$ cat src/hdl/bpg_pkg.sv
// Shared types and constants for the beeper pattern generator.
// No dependencies; used by bpg_div, beeper_pattern_generator and the testbench.
package bpg_pkg;

  localparam int unsigned WIDTH_MS_W = 15;
  localparam int unsigned COUNT_W    = 8;
  localparam int unsigned TICKS_W    = 16;

  // Command armed by a command item and applied by the next tick.
  typedef enum logic [1:0] {
    CMD_NONE  = 2'd0,
    CMD_STOP  = 2'd1,
    CMD_START = 2'd2
  } cmd_t;

endpackage

$ cat src/hdl/bpg_div.sv
// Converts a width in milliseconds into a period in ticks (truncating).
// Depends on bpg_pkg for field widths.
module bpg_div #(
  parameter int unsigned TICK_MS = 10
) (
  input  logic [bpg_pkg::WIDTH_MS_W-1:0] width_ms,
  output logic [bpg_pkg::TICKS_W-1:0]    period_ticks
);

  // Exact reciprocal for every numerator below 2**WIDTH_MS_W.
  localparam int unsigned SHIFT = bpg_pkg::WIDTH_MS_W + $clog2(TICK_MS);
  localparam longint unsigned MULT = ((64'd1 << SHIFT) + TICK_MS - 1) / TICK_MS;
  localparam int unsigned PROD_W = bpg_pkg::WIDTH_MS_W + 16;

  logic [15:0]       mult_c;
  logic [PROD_W-1:0] prod;
  logic [PROD_W-1:0] quot;

  assign mult_c = MULT[15:0];
  assign prod   = PROD_W'(width_ms) * PROD_W'(mult_c);
  assign quot   = prod >> SHIFT;
  assign period_ticks = {1'b0, quot[bpg_pkg::WIDTH_MS_W-1:0]};

endmodule

$ cat src/hdl/beeper_pattern_generator.sv
// Top level of the beeper pattern generator: handshake, pattern state, results.
// Depends on bpg_pkg and bpg_div.
// An item passes the input register, then the result register. Throughput: one item per
// cycle unless m_tready stalls; each item is one pass of counter logic and a small multiply.
// Reset (rst, synchronous): clears all pattern state and both valid flags.
module beeper_pattern_generator #(
  parameter int unsigned TICK_MS = 10
) (
  input  logic        clk,
  input  logic        rst,
  input  logic        s_tvalid,
  output logic        s_tready,
  // s_tdata fields, lowest bit up: width_ms[14:0], beep_count[22:15], zero pad.
  input  logic [23:0] s_tdata,
  // s_tuser fields: func (0 = system tick, 1 = new beep command).
  input  logic        s_tuser,
  output logic        m_tvalid,
  input  logic        m_tready,
  // m_tdata fields, lowest bit up: amp_enable, tone_on, active, zero pad.
  output logic [7:0]  m_tdata
);

  // Input register stage. It holds one item until the update pass runs.
  logic                            in_valid;
  logic                            in_func;
  logic [bpg_pkg::WIDTH_MS_W-1:0]  in_width;
  logic [bpg_pkg::COUNT_W-1:0]     in_count;

  // Pattern state.
  bpg_pkg::cmd_t                   pending_cmd, pending_cmd_next;
  logic                            running, running_next;
  logic                            phase, phase_next;
  logic [bpg_pkg::TICKS_W-1:0]     ticks_left, ticks_left_next;
  logic [bpg_pkg::TICKS_W-1:0]     period_ticks, period_ticks_next;
  logic [bpg_pkg::COUNT_W-1:0]     beeps_left, beeps_left_next;
  logic                            tone_level, tone_level_next;
  logic                            enable_level, enable_level_next;

  logic [bpg_pkg::TICKS_W-1:0]     cmd_period;
  logic                            out_load;
  logic                            fire;

  // The result register can take a new result when it is empty or being
  // drained this cycle; the input register then passes its item on and
  // takes a new one. When empty, it takes one even while a result waits.
  assign out_load = !m_tvalid || m_tready;
  assign fire     = in_valid && out_load;
  assign s_tready = !in_valid || out_load;

  bpg_div #(
    .TICK_MS (TICK_MS)
  ) u_div (
    .width_ms     (in_width),
    .period_ticks (cmd_period)
  );

  always_comb begin
    pending_cmd_next  = pending_cmd;
    running_next      = running;
    phase_next        = phase;
    ticks_left_next   = ticks_left;
    period_ticks_next = period_ticks;
    beeps_left_next   = beeps_left;
    tone_level_next   = tone_level;
    enable_level_next = enable_level;

    if (fire) begin
      if (in_func) begin
        // A command only records the request; the pattern values are
        // overwritten at once and a running pattern picks them up.
        if (in_width == '0 || in_count == '0) begin
          beeps_left_next   = '0;
          period_ticks_next = '0;
          pending_cmd_next  = bpg_pkg::CMD_STOP;
        end else begin
          beeps_left_next   = in_count;
          period_ticks_next = cmd_period;
          pending_cmd_next  = bpg_pkg::CMD_START;
        end
      end else begin
        // A tick first applies any armed command. The unused code is
        // treated as a start.
        unique case (pending_cmd)
          bpg_pkg::CMD_NONE: begin
          end
          bpg_pkg::CMD_STOP: begin
            enable_level_next = 1'b0;
            running_next      = 1'b0;
            ticks_left_next   = bpg_pkg::TICKS_W'(1);
          end
          default: begin
            enable_level_next = 1'b1;
            phase_next        = 1'b0;
            running_next      = 1'b1;
            ticks_left_next   = bpg_pkg::TICKS_W'(1);
          end
        endcase
        pending_cmd_next = bpg_pkg::CMD_NONE;

        // Then the pattern advances by one tick.
        if (!running_next) begin
          // Right after a stop, silence the tone once.
          if (ticks_left_next != '0) begin
            tone_level_next = 1'b0;
            ticks_left_next = '0;
          end
        end else if (period_ticks_next != '0) begin
          // Square wave: toggle every period, one beep per tone-on/tone-off pair.
          if (ticks_left_next > bpg_pkg::TICKS_W'(1)) begin
            ticks_left_next = ticks_left_next - bpg_pkg::TICKS_W'(1);
          end else if (beeps_left_next != '0) begin
            ticks_left_next = period_ticks_next;
            phase_next      = !phase_next;
            if (phase_next) begin
              tone_level_next = 1'b1;
            end else begin
              tone_level_next = 1'b0;
              beeps_left_next = beeps_left_next - bpg_pkg::COUNT_W'(1);
            end
          end else begin
            tone_level_next = 1'b0;
            running_next    = 1'b0;
            ticks_left_next = '0;
          end
        end else if (beeps_left_next != '0) begin
          // Width below one tick: a single beep lasting beep_count ticks.
          if (!phase_next) begin
            ticks_left_next = bpg_pkg::TICKS_W'(beeps_left_next);
            phase_next      = 1'b1;
            tone_level_next = 1'b1;
          end else if (ticks_left_next > bpg_pkg::TICKS_W'(1)) begin
            ticks_left_next = ticks_left_next - bpg_pkg::TICKS_W'(1);
          end else begin
            tone_level_next = 1'b0;
            running_next    = 1'b0;
            ticks_left_next = '0;
          end
        end else if (!phase_next) begin
          // Zero period and zero count while running: continuous tone.
          phase_next      = 1'b1;
          tone_level_next = 1'b1;
        end
      end
    end
  end

  always_ff @(posedge clk) begin
    if (rst) begin
      in_valid     <= 1'b0;
      m_tvalid     <= 1'b0;
      pending_cmd  <= bpg_pkg::CMD_NONE;
      running      <= 1'b0;
      phase        <= 1'b0;
      ticks_left   <= '0;
      period_ticks <= '0;
      beeps_left   <= '0;
      tone_level   <= 1'b0;
      enable_level <= 1'b0;
    end else begin
      if (s_tready) begin
        in_valid <= s_tvalid;
      end
      if (out_load) begin
        m_tvalid <= in_valid;
      end
      pending_cmd  <= pending_cmd_next;
      running      <= running_next;
      phase        <= phase_next;
      ticks_left   <= ticks_left_next;
      period_ticks <= period_ticks_next;
      beeps_left   <= beeps_left_next;
      tone_level   <= tone_level_next;
      enable_level <= enable_level_next;
    end
  end

  // Payload registers need no reset.
  always_ff @(posedge clk) begin
    if (s_tvalid && s_tready) begin
      in_func  <= s_tuser;
      in_width <= s_tdata[14:0];
      in_count <= s_tdata[22:15];
    end
    if (fire) begin
      m_tdata <= {5'b0, running_next, tone_level_next, enable_level_next};
    end
  end

endmodule

$ cat config.mk
export PLATFORM = sky130hd
export DESIGN_NAME = beeper_pattern_generator
export DESIGN_NICKNAME = d
export VERILOG_FILES = /design/src/hdl/bpg_pkg.sv /design/src/hdl/bpg_div.sv /design/src/hdl/beeper_pattern_generator.sv
export SDC_FILE = /design/constraint.sdc
export NUM_CORES = 1
export LEC_CHECK = 0
export ABC_AREA = 0
export BUFFER_PORTS_ARGS = -buffer_cell sky130_fd_sc_hd__buf_2
export CAP_MARGIN = 20
export CORE_MARGIN = 2
export CORE_UTILIZATION = 45
export CTS_BUF_LIST = sky130_fd_sc_hd__clkbuf_8
export CTS_CLUSTER_SIZE = 20
export DETAILED_ROUTE_END_ITERATION = 8
export SLEW_MARGIN = 5
export SYNTH_ARGS = -nofsm -noshare
export SYNTH_HDL_FRONTEND = slang
export SYNTH_SLANG_ARGS = --single-unit
$ cat constraint.sdc
create_clock -name clk -period 17.15 [get_ports clk]
set_input_delay 0.8575 -clock clk [delete_from_list [all_inputs] [get_ports clk]]
set_output_delay 0.8575 -clock clk [all_outputs]
set_load 0.005 [all_outputs]
Word-level counts from Yosys, hierarchy flattened
Cells that the tools add are included.
Widths: inputs -> output; s select.
{ "classes": {"mux": 55, "addsub": 2, "order_cmp": 1, "eq_ne": 2, "bitwise_logic": 1, "reduce_logical": 22, "mul": 1} }
{ "ops": {"columns": ["op", "n"], "rows": [
  ["$mux 16", 11],
  ["$mux 8", 7],
  ["$mux 1", 32],
  ["$reduce_bool 16->1", 2],
  ["$mul 15x16->31 const B", 1],
  ["$gt 16x1->1 const B", 1],
  ["$sub 16x1->16 const B", 1],
  ["$logic_not 15->1", 1],
  ["$mux 12", 1],
  ["$logic_not 8->1", 1],
  ["$reduce_bool 2->1", 4],
  ["$reduce_bool 8->1", 1],
  ["$sub 8x1->8 const B", 1],
  ["$reduce_and 6->1", 1],
  ["$mux 2", 2],
  ["$pmux 1 s2", 2],
  ["$reduce_and 2->1", 2],
  ["$logic_not 1->1", 3],
  ["$logic_or 1x1->1", 3],
  ["$eq 2x1->1 const B", 1],
  ["$logic_and 1x1->1", 2],
  ["$logic_not 2->1", 1],
  ["$ne 2x2->1 const B", 1],
  ["$reduce_or 2->1", 1],
  ["$not 1->1", 1]
]} }
{ "totals": {"register_bits": 75, "elab_cells": 98, "output_inout_bits": 10} }

Logic depth before layout (Yosys ltp)
{ "depth": {"word_depth": 12, "depth_mapped": 20} }

Cells and area by module
From an unflattened synthesis, not the netlist that was laid out.
{ "hier_totals": {"cells_unflattened": 835, "area_unflattened_um2": 7686.1} }
{ "modules_own_cells": {"columns": ["mod", "area_each_um2", "cells_per_inst", "seq_area_each_um2", "n_inst"], "rows": [
  ["beeper_pattern_generator", 4075.2, 469, 1771.7, 1],
  ["bpg_div", 3611.0, 366, 0.0, 1]
]} }

Worst setup path after synthesis
No wires, ideal clock.
{ "synth_path": {"path_type": "reg-to-reg", "start": "register in_width[9] in the netlist's numbering", "end": "register period_ticks[9] in the netlist's numbering", "arrival_ps": 5426, "period_less_slack_ps": 5543, "setup_time_ps": 117, "path_slack_ps": 11607, "required_ps": 17033, "stages_incl_launch_ff": 20, "path_cell_list": "edfxtp_1 -> ha_1 -> inv_1 -> fa_1 -> fa_1 -> inv_1 -> ha_1 -> a21o_1 -> fa_1 -> inv_1 -> fa_1 -> inv_1 -> ha_1 -> nand3_1 -> a21oi_1 -> a2111oi_0 -> o211ai_1 -> or3_1 -> a211o_1 -> a32o_1"} }
{ "synth_via": {"elab_chain_cells": 3, "word_cells_on_any_way": 4, "classes_between": "mul: 1; mux: 1; reduce/logical: 2"} }
{ "synth_rtl": {"columns": ["element", "line", "rtl"], "rows": [
  ["start, declared", "beeper_pattern_generator.sv:26", "logic [bpg_pkg::WIDTH_MS_W-1:0] in_width;"],
  ["start signal, assigned", "beeper_pattern_generator.sv:181", "in_width <= s_tdata[14:0];"],
  ["parallel branches: the longest is 2 deep, another holds $mul 15x16->31", null, null],
  ["$mux 12 *", "beeper_pattern_generator.sv:71", "if (in_width == '0 || in_count == '0) begin"],
  ["end signal, assigned", "beeper_pattern_generator.sv:170", "period_ticks <= period_ticks_next;"],
  ["end, declared", "beeper_pattern_generator.sv:34", "logic [bpg_pkg::TICKS_W-1:0] period_ticks, period_ticks_next;"]
]} }
Mark *: on every way between the ends.
A chain may end at the register's enable or synchronous reset.

Worst setup path after layout
Ends and elaborated chain as after synthesis.

==> summary.md <==
| Metric | Value |
|---|---|
| CP Cell Sequence | ha_1 -> inv_1 -> fa_1 -> fa_1 -> inv_1 -> ha_1 -> a21o_1 -> fa_1 -> inv_1 -> fa_1 -> inv_1 -> ha_1 -> nand3_1 -> a21oi_1 -> a2111oi_0 -> o211ai_1 -> or3_1 -> a211o_1 -> a32o_1 |
| Compound-Gate Fraction of Synth Area | 0.1840 |
| YS warnings | 0 |
| Register area share after synthesis | 0.2265 |
| Crit path largest cell delay | 570 ps |
| Dpl cells | 1037 |
| Register-to-register setup slack | 11100 ps |
| Via count | 6010 |
| Fmax | 0.1652 GHz |
| Synth Instances | 806 |
| Synth area leader | ha_1 |
| Mapped Area | 7467 sq um |
| Port bufs | 32 |
| P per Cell Area | 164.7 nW/um^2 |
| Vias/cell | 5.702 |
| 1st-pass router iterations | 5 |
| Fraction of synthesized cell area in xor and xnor cells | 0.02346 |
| CP endpoint | period_ticks[9] |
| Clk root buf | clkbuf_8 |
| Async SR Flop Fraction | 0 |
| Status | finished, final reports clean |
| Tot GR Track Use | 0.2071 |
| Worst-Skew Late Latency | 370 ps |
| Final setup fails | 0 |
| Slew margin rel. | 0.3439 |
| H-tree lvl count | 3 |
| Die H | 132.8 um |
| Hold Violations, Final | 0 |
| Critical path fanouts, max | 6 |
| # hold bufs at CTS | 0 |
| Crit-path slowest cell | fa_1 |
| Crit path kind | reg2reg |
| Final TNS setup | 0 ps |
| Layout Cells excl Fill | 1054 |
| Critical path depth | 19 |
| Starting density of the core | 0.4551 |
| Top delay family on crit path | adder cells |
| Synth cell types | 75 |
| HPWL after detailed placement | 14.77 mm |
| Reg-to-reg endpoint | period_ticks[9] |
| Area post-placement | 7797 sq um |
| Post-synth EDFFs | 27 |
| Actual slew at the worst max-slew pin | 984.1 ps |
| Syn Area/Cell | 9.264 sq um |
| Max-Cap Viols | 0 |
| Pleak | 3.744 nW |
| Initial antenna violation count | 0 |
| Num CTS Buffers | 9 |
| Antenna Cells | 0 |
| Post-CTS Setup Bufs | 0 |
| Final nets | 1038 |
| Clk buf depth | 2 |
| Wire length of the first global-routing pass | 29.71 mm |
| Largest family of logic cells by synthesized area | adder cells |
| CTS sink count | 71 |
| Mux cell area share after synthesis | 0.001340 |
| Worst Path Buf+Inv | 4 |
| Core area | 16410 sq um |
| Fraction of layout cells with a size suffix above 1 | 0.07914 |
| CP startpoint | in_width[9] |
| Vias in the first global route | 6095 |
| Avg WL per Cell | 16.80 um |
| Synth top area share | 0.2078 |
| Final period util | 0.3530 |
| Layout area overhead | 6.702% |
| Top Ports | 39 |
| Gpl congestion | 0.8696 |
| Nature of the critical path endpoint | flip-flop |
| Pre-CTS setup slack | 11150 ps |
| Critical path arrival | 6300 ps |
| Skew final | 19.76 ps |
| RSZ-0062 raised after global routing | false |
| CTS resizes | 0 |
| Clock slew at reported path FFs | 70 ps |
| Antenna-violating nets left | 0 |
| Fillers | 1562 |
| Flip-flop and latch count after synthesis | 71 |
| Fin worst setup slack | 11100 ps |
| DIE WIDTH | 132.8 um |
| Ys flop type | dfxtp_1 |
| Design Area, Final | 7968 sq um |
| Drt total wl | 17.70 mm |
| Number of remaining DRC errors | 0 |
| Synth cell count leaders | ha_1 (124), inv_1 (115), nor2_1 (58) |
| Critical Path Start Type | flip-flop |
| Worst Path Required | 17400 ps |
| Pin count of the biggest net entering global routing | 25 |
| Iter 0 DRT Violations | 347 |
| Worst reg2reg startpoint | in_width[9] |
| Most common cell in the netlist | ha_1 |
| Floorplan row count | 47 |
| Area contributors post-synth | ha_1 (21%), fa_1 (15%), dfxtp_1 (12%), edfxtp_1 (11%), inv_1 (5.8%) |
| Grt ovf | 0 |
| Max-slew violations | 0 |
| Reg2Reg Depth | 19 |
| Hold crit path type | reg2reg |
| Post-Synth Simple-Gate Area | 0.1304 |
| Tmin final | 6053 ps |
| Adder-cell area share of the yosys netlist | 0.3579 |
| Die area | 17640 sq um |
| CTS tree | yes |
| Maximum vdd drop | 0.1015 mV |
[sequential cells by signal (all words and copies together), names as in the netlist, 2 cells and up]
register / count
beeps_left: 8
m_tdata: 3
in_width: 15
period_ticks: 12
pending_cmd: 2
in_count: 8
ticks_left: 16
[layout by cell type, fill, tap and decap left out, types with 21 or more instances in the layout]
cell type / netlist / routed
fa_1: 56 / 56
buf_2: 3 / 32
edfxtp_1: 27 / 27
inv_1: 115 / 116
nand3_1: 21 / 21
nor2_1: 58 / 58
ha_1: 124 / 124
dfxtp_1: 44 / 44
nand2_1: 40 / 40
a21oi_1: 32 / 32
o21ai_0: 40 / 40
[layout make-up]
type | instances | area [sq um] | share of cell area
Clock buffer | 9 | 123.9 | 0.01555
Clock inverter | 7 | 38.79 | 0.004868
Inverter | 115 | 431.7 | 0.05418
Multi-Input combinational cell | 597 | 5224 | 0.6556
Sequential cell | 71 | 1692 | 0.2123
Tap cell | 220 | 275.3 | 0.03455
Timing Repair Buffer | 35 | 182.7 | 0.02293
[through the flow]
stage          utilization  hold slack (ps)  power [mW]
6_report            0.4856            486.1       1.312
3_5_place_dp        0.4753            481.2       1.183
5_1_grt             0.4856            518.1       1.453
3_3_place_gp        0.4753            469.2       1.174
2_1_floorplan            -            447.5      0.9594
4_1_cts             0.4852            492.4       1.311
[tightest hold or removal path: cells and delay by family, from the launching register on]
kind,cells,cell delay (ps)
compound gates,1,60
simple gates,1,50
flops,1,330
[per-layer routing]
layer,routed length (um),share of wire,global-route usage
met5,0,0,0
met4,459,0.026,0.06870
met3,839,0.047,0.04138
met2,8792,0.50,0.3613
met1,7612,0.43,0.2566
[report_power, final]
part           leakage (nW)  switching, mW  internal [mW]
combinational          3.04          0.598          0.388
clock                0.0879         0.0669         0.0514
sequential            0.620         0.0171          0.190
total                  3.74          0.682          0.630
[kinds of logic after synthesis]
logic type / Yosys count
adder cells (fa/ha/maj): 180
other: 1
XOR/XNOR: 20
buffers and inverters: 142
AND/OR/NAND/NOR: 193
flip-flops: 71
AO/OA/AOI/OAI: 198
multiplexers: 1
[worst min path at each step]
stage / startpoint / endpoint / slack [ps] / depth (start not counted)
6_report: period_ticks[4] / period_ticks[4] / 490 / 2
5_1_grt: period_ticks[7] / period_ticks[7] / 520 / 2
4_1_cts: period_ticks[6] / period_ticks[6] / 490 / 2
3_5_place_dp: period_ticks[6] / period_ticks[6] / 480 / 2
3_3_place_gp: period_ticks[7] / period_ticks[7] / 470 / 2
2_1_floorplan: period_ticks[4] / period_ticks[4] / 450 / 2
No activity file was read; power rests on OpenSTA's default activity.
